$ cat src/hw/rtl/char_lcd_nibble_interface_macros.svh
// ---------------------------------------------------------------------------
// char_lcd_nibble_interface_macros
// assertion macros shared by the lcd nibble front end
// ---------------------------------------------------------------------------
`ifndef CHAR_LCD_NIBBLE_INTERFACE_MACROS_SVH
`define CHAR_LCD_NIBBLE_INTERFACE_MACROS_SVH
`ifndef SYNTHESIS
// same-cycle implication
`define CLNI_ASSERT_IMP(label, clk, rst_n, ante, cons, msg) \
  label: assert property (@(posedge clk) disable iff (!rst_n) (ante) |-> (cons)) \
    else $error(msg);
// next-cycle implication
`define CLNI_ASSERT_NXT(label, clk, rst_n, ante, cons, msg) \
  label: assert property (@(posedge clk) disable iff (!rst_n) (ante) |=> (cons)) \
    else $error(msg);
`else
`define CLNI_ASSERT_IMP(label, clk, rst_n, ante, cons, msg)
`define CLNI_ASSERT_NXT(label, clk, rst_n, ante, cons, msg)
`endif
`endif

$ cat src/hw/rtl/clni_pkg.sv
// ---------------------------------------------------------------------------
// clni_pkg
// types, constants, tables and microprogram of the lcd nibble front end
// ---------------------------------------------------------------------------
`timescale 1ns / 1ps

package clni_pkg;

  localparam int unsigned MAX_SHIFT = 32;

  localparam int unsigned OP_W      = 3;
  localparam int unsigned CHAR_W    = 8;
  localparam int unsigned COL_W     = 6;
  localparam int unsigned CNT_IN_W  = 6;
  localparam int unsigned CUR_W     = 3;
  localparam int unsigned NIB_W     = 4;
  localparam int unsigned WAIT_W    = 16;
  localparam int unsigned SETTLE_W  = 11;
  localparam int unsigned PC_W      = 3;
  localparam int unsigned IDX_W     = 4;

  localparam logic [WAIT_W-1:0]   POWER_WAIT  = 16'd40000;
  localparam logic [WAIT_W-1:0]   NO_WAIT     = '0;
  localparam logic [SETTLE_W-1:0] SETTLE_NONE = '0;
  localparam logic [SETTLE_W-1:0] SETTLE_LOW  = 11'd30;
  localparam logic [SETTLE_W-1:0] SETTLE_LONG = 11'd2030;

  localparam logic [CHAR_W-1:0] CH_LF = 8'h0A;
  localparam logic [CHAR_W-1:0] CH_FF = 8'h0C;
  localparam logic [CHAR_W-1:0] CH_CR = 8'h0D;

  localparam logic [CHAR_W-1:0] CMD_CLEAR     = 8'b0000_0001;
  localparam logic [CHAR_W-1:0] CMD_HOME      = 8'b0000_0010;
  localparam logic [CHAR_W-1:0] CMD_DISPLAY   = 8'b0000_1000;
  localparam logic [CHAR_W-1:0] CMD_SHIFT_L   = 8'b0001_1000;
  localparam logic [CHAR_W-1:0] CMD_SHIFT_R   = 8'b0001_1100;
  localparam logic [CHAR_W-1:0] CMD_GOTO_ROW1 = 8'b1100_0000;

  localparam logic [IDX_W-1:0] INIT_FIRST = 4'd0;
  localparam logic [IDX_W-1:0] INIT_CLEAR = 4'd9;
  localparam logic [IDX_W-1:0] INIT_LAST  = 4'd11;

  typedef enum logic [OP_W-1:0] {
    OP_PUT_CHAR = 3'd0,
    OP_GOTO     = 3'd1,
    OP_CLEAR    = 3'd2,
    OP_HOME     = 3'd3,
    OP_SHIFT_L  = 3'd4,
    OP_SHIFT_R  = 3'd5,
    OP_CURSOR   = 3'd6,
    OP_INIT     = 3'd7
  } op_e;

  // microprogram addresses
  typedef enum logic [PC_W-1:0] {
    PC_SINGLE_HI = 3'd0,
    PC_SINGLE_LO = 3'd1,
    PC_SHIFT_HI  = 3'd2,
    PC_SHIFT_LO  = 3'd3,
    PC_INIT_HI   = 3'd4,
    PC_INIT_LO   = 3'd5
  } pc_e;

  typedef enum logic {
    SRC_REQ  = 1'b0,
    SRC_INIT = 1'b1
  } src_e;

  typedef enum logic [1:0] {
    STL_NONE = 2'd0,
    STL_REQ  = 2'd1,
    STL_INIT = 2'd2
  } settle_sel_e;

  typedef enum logic [1:0] {
    SEQ_NEXT      = 2'd0,
    SEQ_END       = 2'd1,
    SEQ_LOOP_CNT  = 2'd2,
    SEQ_LOOP_INIT = 2'd3
  } seq_e;

  typedef struct packed {
    src_e        src;
    logic        high_half;
    settle_sel_e settle_sel;
    logic        power_wait;
    seq_e        seq;
    pc_e         target;
  } ctl_t;

  function automatic ctl_t micro_word(pc_e pc);
    ctl_t w;
    w = '{src: SRC_REQ, high_half: 1'b1, settle_sel: STL_NONE, power_wait: 1'b0,
          seq: SEQ_END, target: PC_SINGLE_HI};
    unique case (pc)
      PC_SINGLE_HI: w = '{SRC_REQ, 1'b1, STL_NONE, 1'b0, SEQ_NEXT, PC_SINGLE_LO};
      PC_SINGLE_LO: w = '{SRC_REQ, 1'b0, STL_REQ, 1'b0, SEQ_END, PC_SINGLE_HI};
      PC_SHIFT_HI:  w = '{SRC_REQ, 1'b1, STL_NONE, 1'b0, SEQ_NEXT, PC_SHIFT_LO};
      PC_SHIFT_LO:  w = '{SRC_REQ, 1'b0, STL_REQ, 1'b0, SEQ_LOOP_CNT, PC_SHIFT_HI};
      PC_INIT_HI:   w = '{SRC_INIT, 1'b1, STL_NONE, 1'b1, SEQ_NEXT, PC_INIT_LO};
      PC_INIT_LO:   w = '{SRC_INIT, 1'b0, STL_INIT, 1'b0, SEQ_LOOP_INIT, PC_INIT_HI};
      default:      w = '{SRC_REQ, 1'b1, STL_NONE, 1'b0, SEQ_END, PC_SINGLE_HI};
    endcase
    return w;
  endfunction

  function automatic logic [CHAR_W-1:0] init_byte(logic [IDX_W-1:0] idx);
    logic [CHAR_W-1:0] b;
    unique case (idx)
      4'd0:    b = 8'h03;
      4'd1:    b = 8'h33;
      4'd2:    b = 8'h22;
      4'd3:    b = 8'b0010_1001;
      4'd4:    b = 8'h14;
      4'd5:    b = 8'b0111_1000;
      4'd6:    b = 8'h55;
      4'd7:    b = 8'h6D;
      4'd8:    b = 8'h0C;
      4'd9:    b = 8'h01;
      4'd10:   b = 8'h06;
      4'd11:   b = 8'h28;
      default: b = 8'h00;
    endcase
    return b;
  endfunction

  // latin-1 umlauts to the display's character rom
  function automatic logic [CHAR_W-1:0] remap_char(logic [CHAR_W-1:0] c);
    logic [CHAR_W-1:0] r;
    unique case (c)
      8'hE4:   r = 8'h84;
      8'hC4:   r = 8'h8E;
      8'hF6:   r = 8'h94;
      8'hD6:   r = 8'h99;
      8'hFC:   r = 8'h81;
      8'hDC:   r = 8'h9A;
      default: r = c;
    endcase
    return r;
  endfunction

endpackage

$ cat src/hw/rtl/clni_req_if.sv
// ---------------------------------------------------------------------------
// clni_req_if
// request channel of the lcd nibble front end
// ---------------------------------------------------------------------------
`timescale 1ns / 1ps

interface clni_req_if;
  logic                         valid;
  logic                         ready;
  logic [clni_pkg::OP_W-1:0]     operation;
  logic [clni_pkg::CHAR_W-1:0]   char_code;
  logic [clni_pkg::COL_W-1:0]    column;
  logic                         row;
  logic [clni_pkg::CNT_IN_W-1:0] shift_count;
  logic [clni_pkg::CUR_W-1:0]    cursor_bits;

  modport source (
    output valid, operation, char_code, column, row, shift_count, cursor_bits,
    input  ready
  );
  modport sink (
    input  valid, operation, char_code, column, row, shift_count, cursor_bits,
    output ready
  );
endinterface

$ cat src/hw/rtl/clni_nib_if.sv
// ---------------------------------------------------------------------------
// clni_nib_if
// nibble channel of the lcd nibble front end
// ---------------------------------------------------------------------------
`timescale 1ns / 1ps

interface clni_nib_if;
  logic                         valid;
  logic                         ready;
  logic [clni_pkg::NIB_W-1:0]    nibble;
  logic                         register_select;
  logic [clni_pkg::WAIT_W-1:0]   wait_before_us;
  logic [clni_pkg::SETTLE_W-1:0] settle_us;
  logic                         last;

  modport source (
    output valid, nibble, register_select, wait_before_us, settle_us, last,
    input  ready
  );
  modport sink (
    input  valid, nibble, register_select, wait_before_us, settle_us, last,
    output ready
  );
endinterface

$ cat src/hw/rtl/char_lcd_nibble_interface.sv
// ---------------------------------------------------------------------------
// char_lcd_nibble_interface
// character lcd request front end, 4-bit mode, microcoded nibble sequencer
// ---------------------------------------------------------------------------
// usage:
//   req_i takes one request item (operation and its arguments); nib_o gives
//   a run of nibble items, high nibble first, each with register select,
//   a wait before it, a settle time after it and last on the final one.
//   a request is taken when the sequencer is idle; the run starts in the
//   next cycle and gives at most one nibble per cycle: 2 nibbles for
//   single commands, 2 per shift step (up to 2*MaxShift), 24 for init.
//   a request is taken again once its last nibble sits in the output
//   register, so req_i stays closed while the run is in progress.
//   a shift with a count of zero gives no nibble and frees the block at once.
//   the step counter walks a six-word microprogram; the shift loop and the
//   init loop are conditional jumps on a step count and a table index.
//   reset empties the output register and returns the sequencer to idle.
//   when nib_o is stalled the output register holds and the sequencer waits.
// ---------------------------------------------------------------------------
`timescale 1ns / 1ps
`include "char_lcd_nibble_interface_macros.svh"

module char_lcd_nibble_interface #(
  parameter int unsigned MaxShift = clni_pkg::MAX_SHIFT
) (
  input  logic              clk_i,
  input  logic              rst_ni,
  clni_req_if.sink          req_i,
  clni_nib_if.source        nib_o
);

  localparam int unsigned CntW = $clog2(MaxShift + 1);

  // request latch
  logic [clni_pkg::CHAR_W-1:0] byte_q, byte_d;
  logic                        rs_q, rs_d;
  logic                        long_q, long_d;
  logic [CntW-1:0]             cnt_q, cnt_d;
  logic [clni_pkg::IDX_W-1:0]  idx_q, idx_d;

  // sequencer
  logic                        busy_q, busy_d;
  clni_pkg::pc_e               pc_q, pc_d;
  clni_pkg::ctl_t              ctl;

  // output register
  logic                          out_valid_q, out_valid_d;
  logic [clni_pkg::NIB_W-1:0]    out_nib_q, out_nib_d;
  logic                          out_rs_q, out_rs_d;
  logic [clni_pkg::WAIT_W-1:0]   out_wait_q, out_wait_d;
  logic [clni_pkg::SETTLE_W-1:0] out_settle_q, out_settle_d;
  logic                          out_last_q, out_last_d;

  logic                        accept;
  logic                        advance;
  logic [clni_pkg::CHAR_W-1:0] cur_byte;
  logic [CntW-1:0]             cnt_sat;
  clni_pkg::op_e               op;

  assign op      = clni_pkg::op_e'(req_i.operation);
  assign accept  = req_i.valid && req_i.ready;
  assign advance = busy_q && (!out_valid_q || nib_o.ready);
  assign ctl     = clni_pkg::micro_word(pc_q);

  assign req_i.ready = !busy_q;

  assign nib_o.valid           = out_valid_q;
  assign nib_o.nibble          = out_nib_q;
  assign nib_o.register_select = out_rs_q;
  assign nib_o.wait_before_us  = out_wait_q;
  assign nib_o.settle_us       = out_settle_q;
  assign nib_o.last            = out_last_q;

  assign cnt_sat = (req_i.shift_count > clni_pkg::CNT_IN_W'(MaxShift))
                   ? CntW'(MaxShift) : CntW'(req_i.shift_count);

  assign cur_byte = (ctl.src == clni_pkg::SRC_INIT) ? clni_pkg::init_byte(idx_q) : byte_q;

  always_comb begin
    byte_d       = byte_q;
    rs_d         = rs_q;
    long_d       = long_q;
    cnt_d        = cnt_q;
    idx_d        = idx_q;
    busy_d       = busy_q;
    pc_d         = pc_q;
    out_valid_d  = out_valid_q;
    out_nib_d    = out_nib_q;
    out_rs_d     = out_rs_q;
    out_wait_d   = out_wait_q;
    out_settle_d = out_settle_q;
    out_last_d   = out_last_q;

    if (out_valid_q && nib_o.ready) begin
      out_valid_d = 1'b0;
    end

    if (accept) begin
      rs_d   = 1'b0;
      long_d = 1'b0;
      cnt_d  = cnt_sat;
      idx_d  = clni_pkg::INIT_FIRST;
      busy_d = 1'b1;
      pc_d   = clni_pkg::PC_SINGLE_HI;
      byte_d = req_i.char_code;
      unique case (op)
        clni_pkg::OP_PUT_CHAR: begin
          if (req_i.char_code == clni_pkg::CH_LF || req_i.char_code == clni_pkg::CH_CR) begin
            byte_d = clni_pkg::CMD_GOTO_ROW1;
          end else if (req_i.char_code == clni_pkg::CH_FF) begin
            byte_d = clni_pkg::CMD_CLEAR;
            long_d = 1'b1;
          end else begin
            byte_d = clni_pkg::remap_char(req_i.char_code);
            rs_d   = 1'b1;
          end
        end
        clni_pkg::OP_GOTO: begin
          // row base 0x40 plus a 6-bit column never carries past bit 6
          byte_d = {1'b1, req_i.row, req_i.column};
        end
        clni_pkg::OP_CLEAR: begin
          byte_d = clni_pkg::CMD_CLEAR;
          long_d = 1'b1;
        end
        clni_pkg::OP_HOME: begin
          byte_d = clni_pkg::CMD_HOME;
          long_d = 1'b1;
        end
        clni_pkg::OP_SHIFT_L, clni_pkg::OP_SHIFT_R: begin
          byte_d = (op == clni_pkg::OP_SHIFT_L) ? clni_pkg::CMD_SHIFT_L : clni_pkg::CMD_SHIFT_R;
          pc_d   = clni_pkg::PC_SHIFT_HI;
          busy_d = (cnt_sat != '0);
        end
        clni_pkg::OP_CURSOR: begin
          byte_d = clni_pkg::CMD_DISPLAY | {5'b0, req_i.cursor_bits};
        end
        clni_pkg::OP_INIT: begin
          pc_d = clni_pkg::PC_INIT_HI;
        end
        default: begin
          busy_d = 1'b0;
        end
      endcase
    end

    if (advance) begin
      out_valid_d = 1'b1;
      out_nib_d   = ctl.high_half ? cur_byte[7:4] : cur_byte[3:0];
      out_rs_d    = rs_q;
      out_wait_d  = (ctl.power_wait && idx_q == clni_pkg::INIT_FIRST)
                    ? clni_pkg::POWER_WAIT : clni_pkg::NO_WAIT;
      unique case (ctl.settle_sel)
        clni_pkg::STL_REQ:
          out_settle_d = long_q ? clni_pkg::SETTLE_LONG : clni_pkg::SETTLE_LOW;
        clni_pkg::STL_INIT:
          out_settle_d = (idx_q == clni_pkg::INIT_FIRST || idx_q == clni_pkg::INIT_CLEAR)
                         ? clni_pkg::SETTLE_LONG : clni_pkg::SETTLE_LOW;
        default:
          out_settle_d = clni_pkg::SETTLE_NONE;
      endcase
      out_last_d = 1'b0;
      unique case (ctl.seq)
        clni_pkg::SEQ_NEXT: begin
          pc_d = clni_pkg::pc_e'(pc_q + 1'b1);
        end
        clni_pkg::SEQ_LOOP_CNT: begin
          if (cnt_q == CntW'(1)) begin
            out_last_d = 1'b1;
            busy_d     = 1'b0;
          end else begin
            cnt_d = cnt_q - 1'b1;
            pc_d  = ctl.target;
          end
        end
        clni_pkg::SEQ_LOOP_INIT: begin
          if (idx_q == clni_pkg::INIT_LAST) begin
            out_last_d = 1'b1;
            busy_d     = 1'b0;
          end else begin
            idx_d = idx_q + 1'b1;
            pc_d  = ctl.target;
          end
        end
        default: begin
          out_last_d = 1'b1;
          busy_d     = 1'b0;
        end
      endcase
    end
  end

  always_ff @(posedge clk_i or negedge rst_ni) begin
    if (!rst_ni) begin
      busy_q      <= 1'b0;
      pc_q        <= clni_pkg::PC_SINGLE_HI;
      out_valid_q <= 1'b0;
    end else begin
      busy_q      <= busy_d;
      pc_q        <= pc_d;
      out_valid_q <= out_valid_d;
    end
  end

  always_ff @(posedge clk_i) begin
    byte_q       <= byte_d;
    rs_q         <= rs_d;
    long_q       <= long_d;
    cnt_q        <= cnt_d;
    idx_q        <= idx_d;
    out_nib_q    <= out_nib_d;
    out_rs_q     <= out_rs_d;
    out_wait_q   <= out_wait_d;
    out_settle_q <= out_settle_d;
    out_last_q   <= out_last_d;
  end

  // power-up wait only ahead of the first init nibble, a high command nibble of zero
  `CLNI_ASSERT_IMP(a_power_wait_first, clk_i, rst_ni, out_valid_q && out_wait_q != clni_pkg::NO_WAIT, out_nib_q == '0 && !out_rs_q, "power wait on wrong nibble")
  // long settle follows command nibbles only
  `CLNI_ASSERT_IMP(a_long_settle_cmd, clk_i, rst_ni, out_valid_q && out_settle_q == clni_pkg::SETTLE_LONG, !out_rs_q, "long settle after data nibble")
  // step counter stays inside the microprogram
  `CLNI_ASSERT_IMP(a_pc_range, clk_i, rst_ni, busy_q, pc_q <= clni_pkg::PC_INIT_LO, "step counter out of program")
  // a zero shift count produces no run
  `CLNI_ASSERT_NXT(a_zero_shift_idle, clk_i, rst_ni, accept && (op == clni_pkg::OP_SHIFT_L || op == clni_pkg::OP_SHIFT_R) && req_i.shift_count == '0, !busy_q, "zero shift started a run")

endmodule
$ cat src/flat_wrapper.sv
// flat-port wrapper written by rule: the top's interface ports become plain ports
module char_lcd_nibble_interface_flat 
#(
  parameter int unsigned MaxShift = clni_pkg::MAX_SHIFT
)
  (clk_i, rst_ni, req_i_valid, req_i_operation, req_i_char_code, req_i_column, req_i_row, req_i_shift_count, req_i_cursor_bits, req_i_ready, nib_o_valid, nib_o_nibble, nib_o_register_select, nib_o_wait_before_us, nib_o_settle_us, nib_o_last, nib_o_ready);
  clni_req_if req_i_i ();
  clni_nib_if nib_o_i ();
  input  logic clk_i;
  input  logic rst_ni;
  input wire logic [$bits(req_i_i.valid)-1:0] req_i_valid;
  input wire logic [$bits(req_i_i.operation)-1:0] req_i_operation;
  input wire logic [$bits(req_i_i.char_code)-1:0] req_i_char_code;
  input wire logic [$bits(req_i_i.column)-1:0] req_i_column;
  input wire logic [$bits(req_i_i.row)-1:0] req_i_row;
  input wire logic [$bits(req_i_i.shift_count)-1:0] req_i_shift_count;
  input wire logic [$bits(req_i_i.cursor_bits)-1:0] req_i_cursor_bits;
  output wire logic [$bits(req_i_i.ready)-1:0] req_i_ready;
  output wire logic [$bits(nib_o_i.valid)-1:0] nib_o_valid;
  output wire logic [$bits(nib_o_i.nibble)-1:0] nib_o_nibble;
  output wire logic [$bits(nib_o_i.register_select)-1:0] nib_o_register_select;
  output wire logic [$bits(nib_o_i.wait_before_us)-1:0] nib_o_wait_before_us;
  output wire logic [$bits(nib_o_i.settle_us)-1:0] nib_o_settle_us;
  output wire logic [$bits(nib_o_i.last)-1:0] nib_o_last;
  input wire logic [$bits(nib_o_i.ready)-1:0] nib_o_ready;
  assign req_i_i.valid = req_i_valid;
  assign req_i_i.operation = req_i_operation;
  assign req_i_i.char_code = req_i_char_code;
  assign req_i_i.column = req_i_column;
  assign req_i_i.row = req_i_row;
  assign req_i_i.shift_count = req_i_shift_count;
  assign req_i_i.cursor_bits = req_i_cursor_bits;
  assign req_i_ready = req_i_i.ready;
  assign nib_o_valid = nib_o_i.valid;
  assign nib_o_nibble = nib_o_i.nibble;
  assign nib_o_register_select = nib_o_i.register_select;
  assign nib_o_wait_before_us = nib_o_i.wait_before_us;
  assign nib_o_settle_us = nib_o_i.settle_us;
  assign nib_o_last = nib_o_i.last;
  assign nib_o_i.ready = nib_o_ready;
  char_lcd_nibble_interface #(.MaxShift(MaxShift)) u_core (.clk_i(clk_i), .rst_ni(rst_ni), .req_i(req_i_i), .nib_o(nib_o_i));
endmodule
$ cat config.mk
export PLATFORM = sky130hd
export DESIGN_NAME = char_lcd_nibble_interface_flat
export DESIGN_NICKNAME = d
export VERILOG_FILES = /design/src/hw/rtl/clni_pkg.sv /design/src/hw/rtl/clni_req_if.sv /design/src/hw/rtl/clni_nib_if.sv /design/src/hw/rtl/char_lcd_nibble_interface.sv /design/src/flat_wrapper.sv
export VERILOG_INCLUDE_DIRS = /design/src /design/src/hw/rtl
export SDC_FILE = /design/constraint.sdc
export NUM_CORES = 1
export LEC_CHECK = 0
export CAP_MARGIN = 40
export CORE_ASPECT_RATIO = 0.7
export CORE_UTILIZATION = 64
export DETAILED_ROUTE_END_ITERATION = 8
export DONT_BUFFER_PORTS = 1
export GPL_TIMING_DRIVEN = 0
export HOLD_SLACK_MARGIN = 0.08
export PLACE_DENSITY = 0.79
export REMOVE_ABC_BUFFERS = 1
export SYNTH_ARGS = -nofsm -noshare
export SYNTH_HDL_FRONTEND = slang
export SYNTH_SLANG_ARGS = --single-unit
$ cat constraint.sdc
create_clock -name clk_i -period 2.7 [get_ports clk_i]
set_input_delay 0.27 -clock clk_i [delete_from_list [all_inputs] [get_ports clk_i]]
set_output_delay 0.27 -clock clk_i [all_outputs]
set_load 0.1 [all_outputs]
* Yosys cells after proc, flatten, opt, wreduce, memory -nomap -nowiden
Memories as Yosys holds them, arrays and structs flattened. A register that Yosys moved wholly into a read port is not among the register bits. Cells that the tools add are included.
Storage, ports and cells: bits in registers 58, ROM bits 112, bits of input ports 31, output and inout bits 35, logic and storage cells 107, memories 1
Memories:
- (name not given) | depth 16, bits a word 7, read ports 1, clocked after memory_dff 1, wr ports 0, line clni_pkg.sv:109 | unique case (idx)
Cells by class: add/sub/neg operators 3, order comparisons 1, eq/ne operators 28, multiplexer cells 42, bitwise gates (word level) 1, reductions and logical operators 18
Operator list (number):
- $pmux W8 S6 | 2
- $pmux W10 S6 | 1
- $eq A8 B8 Y1 const B | 6
- $mux W6 | 5
- $eq A8 B4 Y1 const B | 3
- $mux W8 | 3
- $mux W11 | 2
- $pmux W11 S2 | 1
- $mux W4 | 5
- $eq A3 B3 Y1 const B | 6
- $mux W16 | 1
- $mux W3 | 5
- $eq A3 B2 Y1 const B | 4
- $mux W1 | 12
- $pmux W3 S3 | 1
- $eq A4 B4 Y1 const B | 2
- $eq A2 B2 Y1 const B | 3
- $eq A3 B1 Y1 const B | 2
- $eq A6 B1 Y1 const B | 1
- $gt A6 B6 Y1 const B | 1
- $logic_not A3 Y1 | 2
- $pmux W1 S3 | 2
- $pmux W3 S2 | 1
- $reduce_bool A6 Y1 | 1
- 13 further kinds | 21

* Logic depth before layout (Yosys ltp)
depth after elaboration 8, gate-level depth with buffers 11, gate-level depth less buffers 10

* Least setup slack after synthesis
No wires, ideal clock.
kind register to register, from register u_core.busy_q, to register with a tool-made name, library setup time 0.070 ns, arrival 2.594 ns, required time 2.630 ns, setup slack 0.036 ns, cell stages (with the launch flop) 11, path buffers 1, period minus slack after synthesis 2.664 ns, cell sequence dfrtp_1 inv_1 nand2_1 buf_2 clkinv_1 nor2_1 mux2i_1 inv_1 ha_1 or2_2 a21oi_1
RTL lines:
- from (decl) | line char_lcd_nibble_interface.sv:42 | logic busy_q, busy_d;
- from (signal assigned) | line char_lcd_nibble_interface.sv:199 | busy_q <= busy_d;

==> impl_metrics.toml <==
[outcome]
status = "finished, violations left"
violations = "setup timing"

[pwr]
total_power_w = 0.004513
p_leak_nw = 1.359
p_switching_w = 0.002401
switching_share_pct = 53.19
p_comb_share_pct = 57.4
p_per_area_mw_per_mm2 = 1362
peakVddDrop_v = 0.001252
pwr-share-seq_pct = 33.2
clkPwrFrac_pct = 9.4
p_int_w = 0.002113

[synth]
yosys.area.top_type = "edfxtp_1"
synth.area.top_cells = "edfxtp_1, dfxtp_1, ha_1"
netlist_area_mm2 = 0.002743
synth_top_area_share_pct = 21.90
syn_inst = 298
async_reset_ff_share_pct = 11.90
ys_top_cells_by_count = "a21oi_1, buf_4, nor2_1"
syn_avg_cell_area_um2 = 9.203
yosysUniqueCellTypes = 68
ys_ff_latch = 42
synth_ff_type = "edfxtp_1"
ys_warn_count = 0
synth-edff-count = 20
yosysSeqAreaShare_pct = 38.87

[sta]
worst_slack_ps = -18.58
worst_pin_slew_ps = 903.7
final_hold_viol_count = 0
period_share_pct = 100.7
period_minus_slack_ps = 2719
slew_headroom_pct = 39.88
clock-skew-final_ps = 13.02
finalSetupViolations = 1
final_max_slew_viol_count = 0
timing.fmax_mhz = 367.8
fin_hold_ws_ps = 116.7

[setup_path]
reg2reg_from = "u_core.pc_q[1]$_DFF_PN0_"
critPathLaunch = "u_core.pc_q[1]$_DFF_PN0_"
cp_slowest_cell = "dfrtp_2"
worst_path_largest_cell_delay_ps = 460
critPathArrivalTime_ps = 2900
path_max_fanout = 8
worstSetupPathType = "register to register"
path_cells = "inv_1 > ha_2 > nand2_2 > a21oi_4 > nor3b_4 > buf_4 > mux2i_4 > inv_1 > ha_1 > o311ai_0"
cp.required_ps = 2880
crit_path_end_kind = "register"
cpMostUsedCell = "inv_1"
worstSetupStartpointType = "register"
r2r_cells = 10
rrSetupSlack_ps = -20

[cts]
insertion_delay_ps = 300
clock-sinks = 42
htreeDepth = 2
cts_tree = "built"
clk_pin_slew_ps = 90
cts-root-buf = "clkbuf_8"
cts_made_buffers = 5
cts_buffer_depth = 2

[routing]
dr.pass1.iters = 5
detail_route.wirelength_um = 7095
wl_per_cell_um = 19.33
antenna_left = 0
avgViaCountPerCell = 6.401
post-route-drc-count = 0
vias = 2349
drtIter0Drc = 283

[floorplanning]
core_area_mm2 = 0.004018
die_h_um = 56.77
ioPinCount = 66
core.rowCount = 19
dieArea_mm2 = 0.004555
fp.dieW_um = 80.24
initial_core_util_pct = 68.27

[finish]
fin_area_mm2 = 0.003313
nNetsFinal = 360
area_growth_pct = 20.80
n_fill_cell = 237
drive_gt1_share_pct = 20.32
multi_input_area_mm2 = 0.001459
seq_area_mm2 = 0.001069
final_util_pct = 82.47
n_antenna_cell = 0

[placed_design]
gp_congestion = 0.9003
placed_area_mm2 = 0.003013
io_buffers = 0
dpl.hpwl_um = 4681

[flow_run]
max-cap-violations = 0

[hold_path]
hp-class = "primary input to register"
hold_depth = 1
whs_endpoint = "u_core.cnt_q[0]$_DFF_P_"
holdCritStartpoint = "req_i_shift_count[0]"

[grt]
grt_overflow_total = 0
grtUsageTotal_pct = 29.99
grt_pass1_vias = 2013
grt_pass1_wl_um = 10150
antenna_found_initial = 0
grt_start_max_net_pins = 18
-- through the flow --
stage / cells / TNS [ps] / setup slack [ps]
finish: 367 / -18.58 / -18.58
global route: 367 / -222.0 / -117.0
CTS: 355 / 0 / 43.31
detailed placement: 343 / -2388 / -553.6
global placement: 329 / -15380 / -1514
floorplan: 277 / -13570 / -1502
-- how the worst max path moves through the flow --
stage,cells after the start,endpoint,slack [ps]
floorplan,0,nib_o_settle_us[10],-1500
global placement,0,nib_o_settle_us[10],-1510
detailed placement,9,register,-550
CTS,8,register,40
global route,10,register,-120
finish,10,register,-20
-- logic make-up after synthesis --
kind of cell	count (synthesis)	synth area share (%)
compound gates	80	18.80
fa+ha+maj	15	6.843
buf+inv	56	11.40
flops	42	38.87
mux	12	6.250
other cells	1	0.1367
simple gates	92	17.70
-- layout make-up --
class	instances	area share, %
multi-input combinational	211	44.03
tap	52	1.964
clock buffer	5	2.077
sequential	42	32.25
clock inverter	3	0.7553
inverter	24	3.059
timing repair buffer	30	15.86
-- layout by cell type (no fill, tap or decap), types with 4 or more instances in the layout --
master and n:
a31oi_1 8, a21oi_1 24, dfxtp_1 17, conb_1 12, nand3_1 9, o22ai_1 6
edfxtp_1 20, buf_4 14, nor2_1 24, mux2i_1 4, and3_1 4, ha_1 14
buf_16 14, clkbuf_8 5, nor3_1 6, inv_1 19, o21ai_0 13, o21a_1 4
nand2b_1 4, nand2_1 20
-- critical path: cells and delay by family, from the launching register on --
kind | cells | cell delay, ps
buffers and inverters | 3 | 400
DFF | 1 | 460
adders and majority gates | 2 | 480
AOI/OAI and AO/OA | 2 | 620
muxes | 1 | 240
and+or+nand+nor | 2 | 400
-- layer usage --
layer	global-route usage (%)	up-vias	share of wire [%]
met5	0	-	0
met4	9.439	0	2.1
met3	8.130	18	9.7
met2	43.96	152	43
met1	42.90	1094	45
li1	-	1085	-
-- power groups by stage --
stage                     Combinational [W]  Clock, W  Sequential [W]
final                               0.00259  0.000423         0.00150
after global routing                0.00272  0.000447         0.00152
after CTS                           0.00232  0.000418         0.00155
after detailed placement            0.00226         0         0.00156
after global placement             0.000972         0         0.00209
after floorplan                    0.000821         0         0.00206
-- what timing repair did --
action | CTS | global route
setup endpoints to repair | 9 | 11
buffers inserted | 3 | 11
pin swaps | 0 | 1
resized for setup | 11 | 5
hold endpoints to repair | 5 | 0
cloned | 0 | 0
hold buffers | 1 | 0
Power figures use the tool's default switching activity.
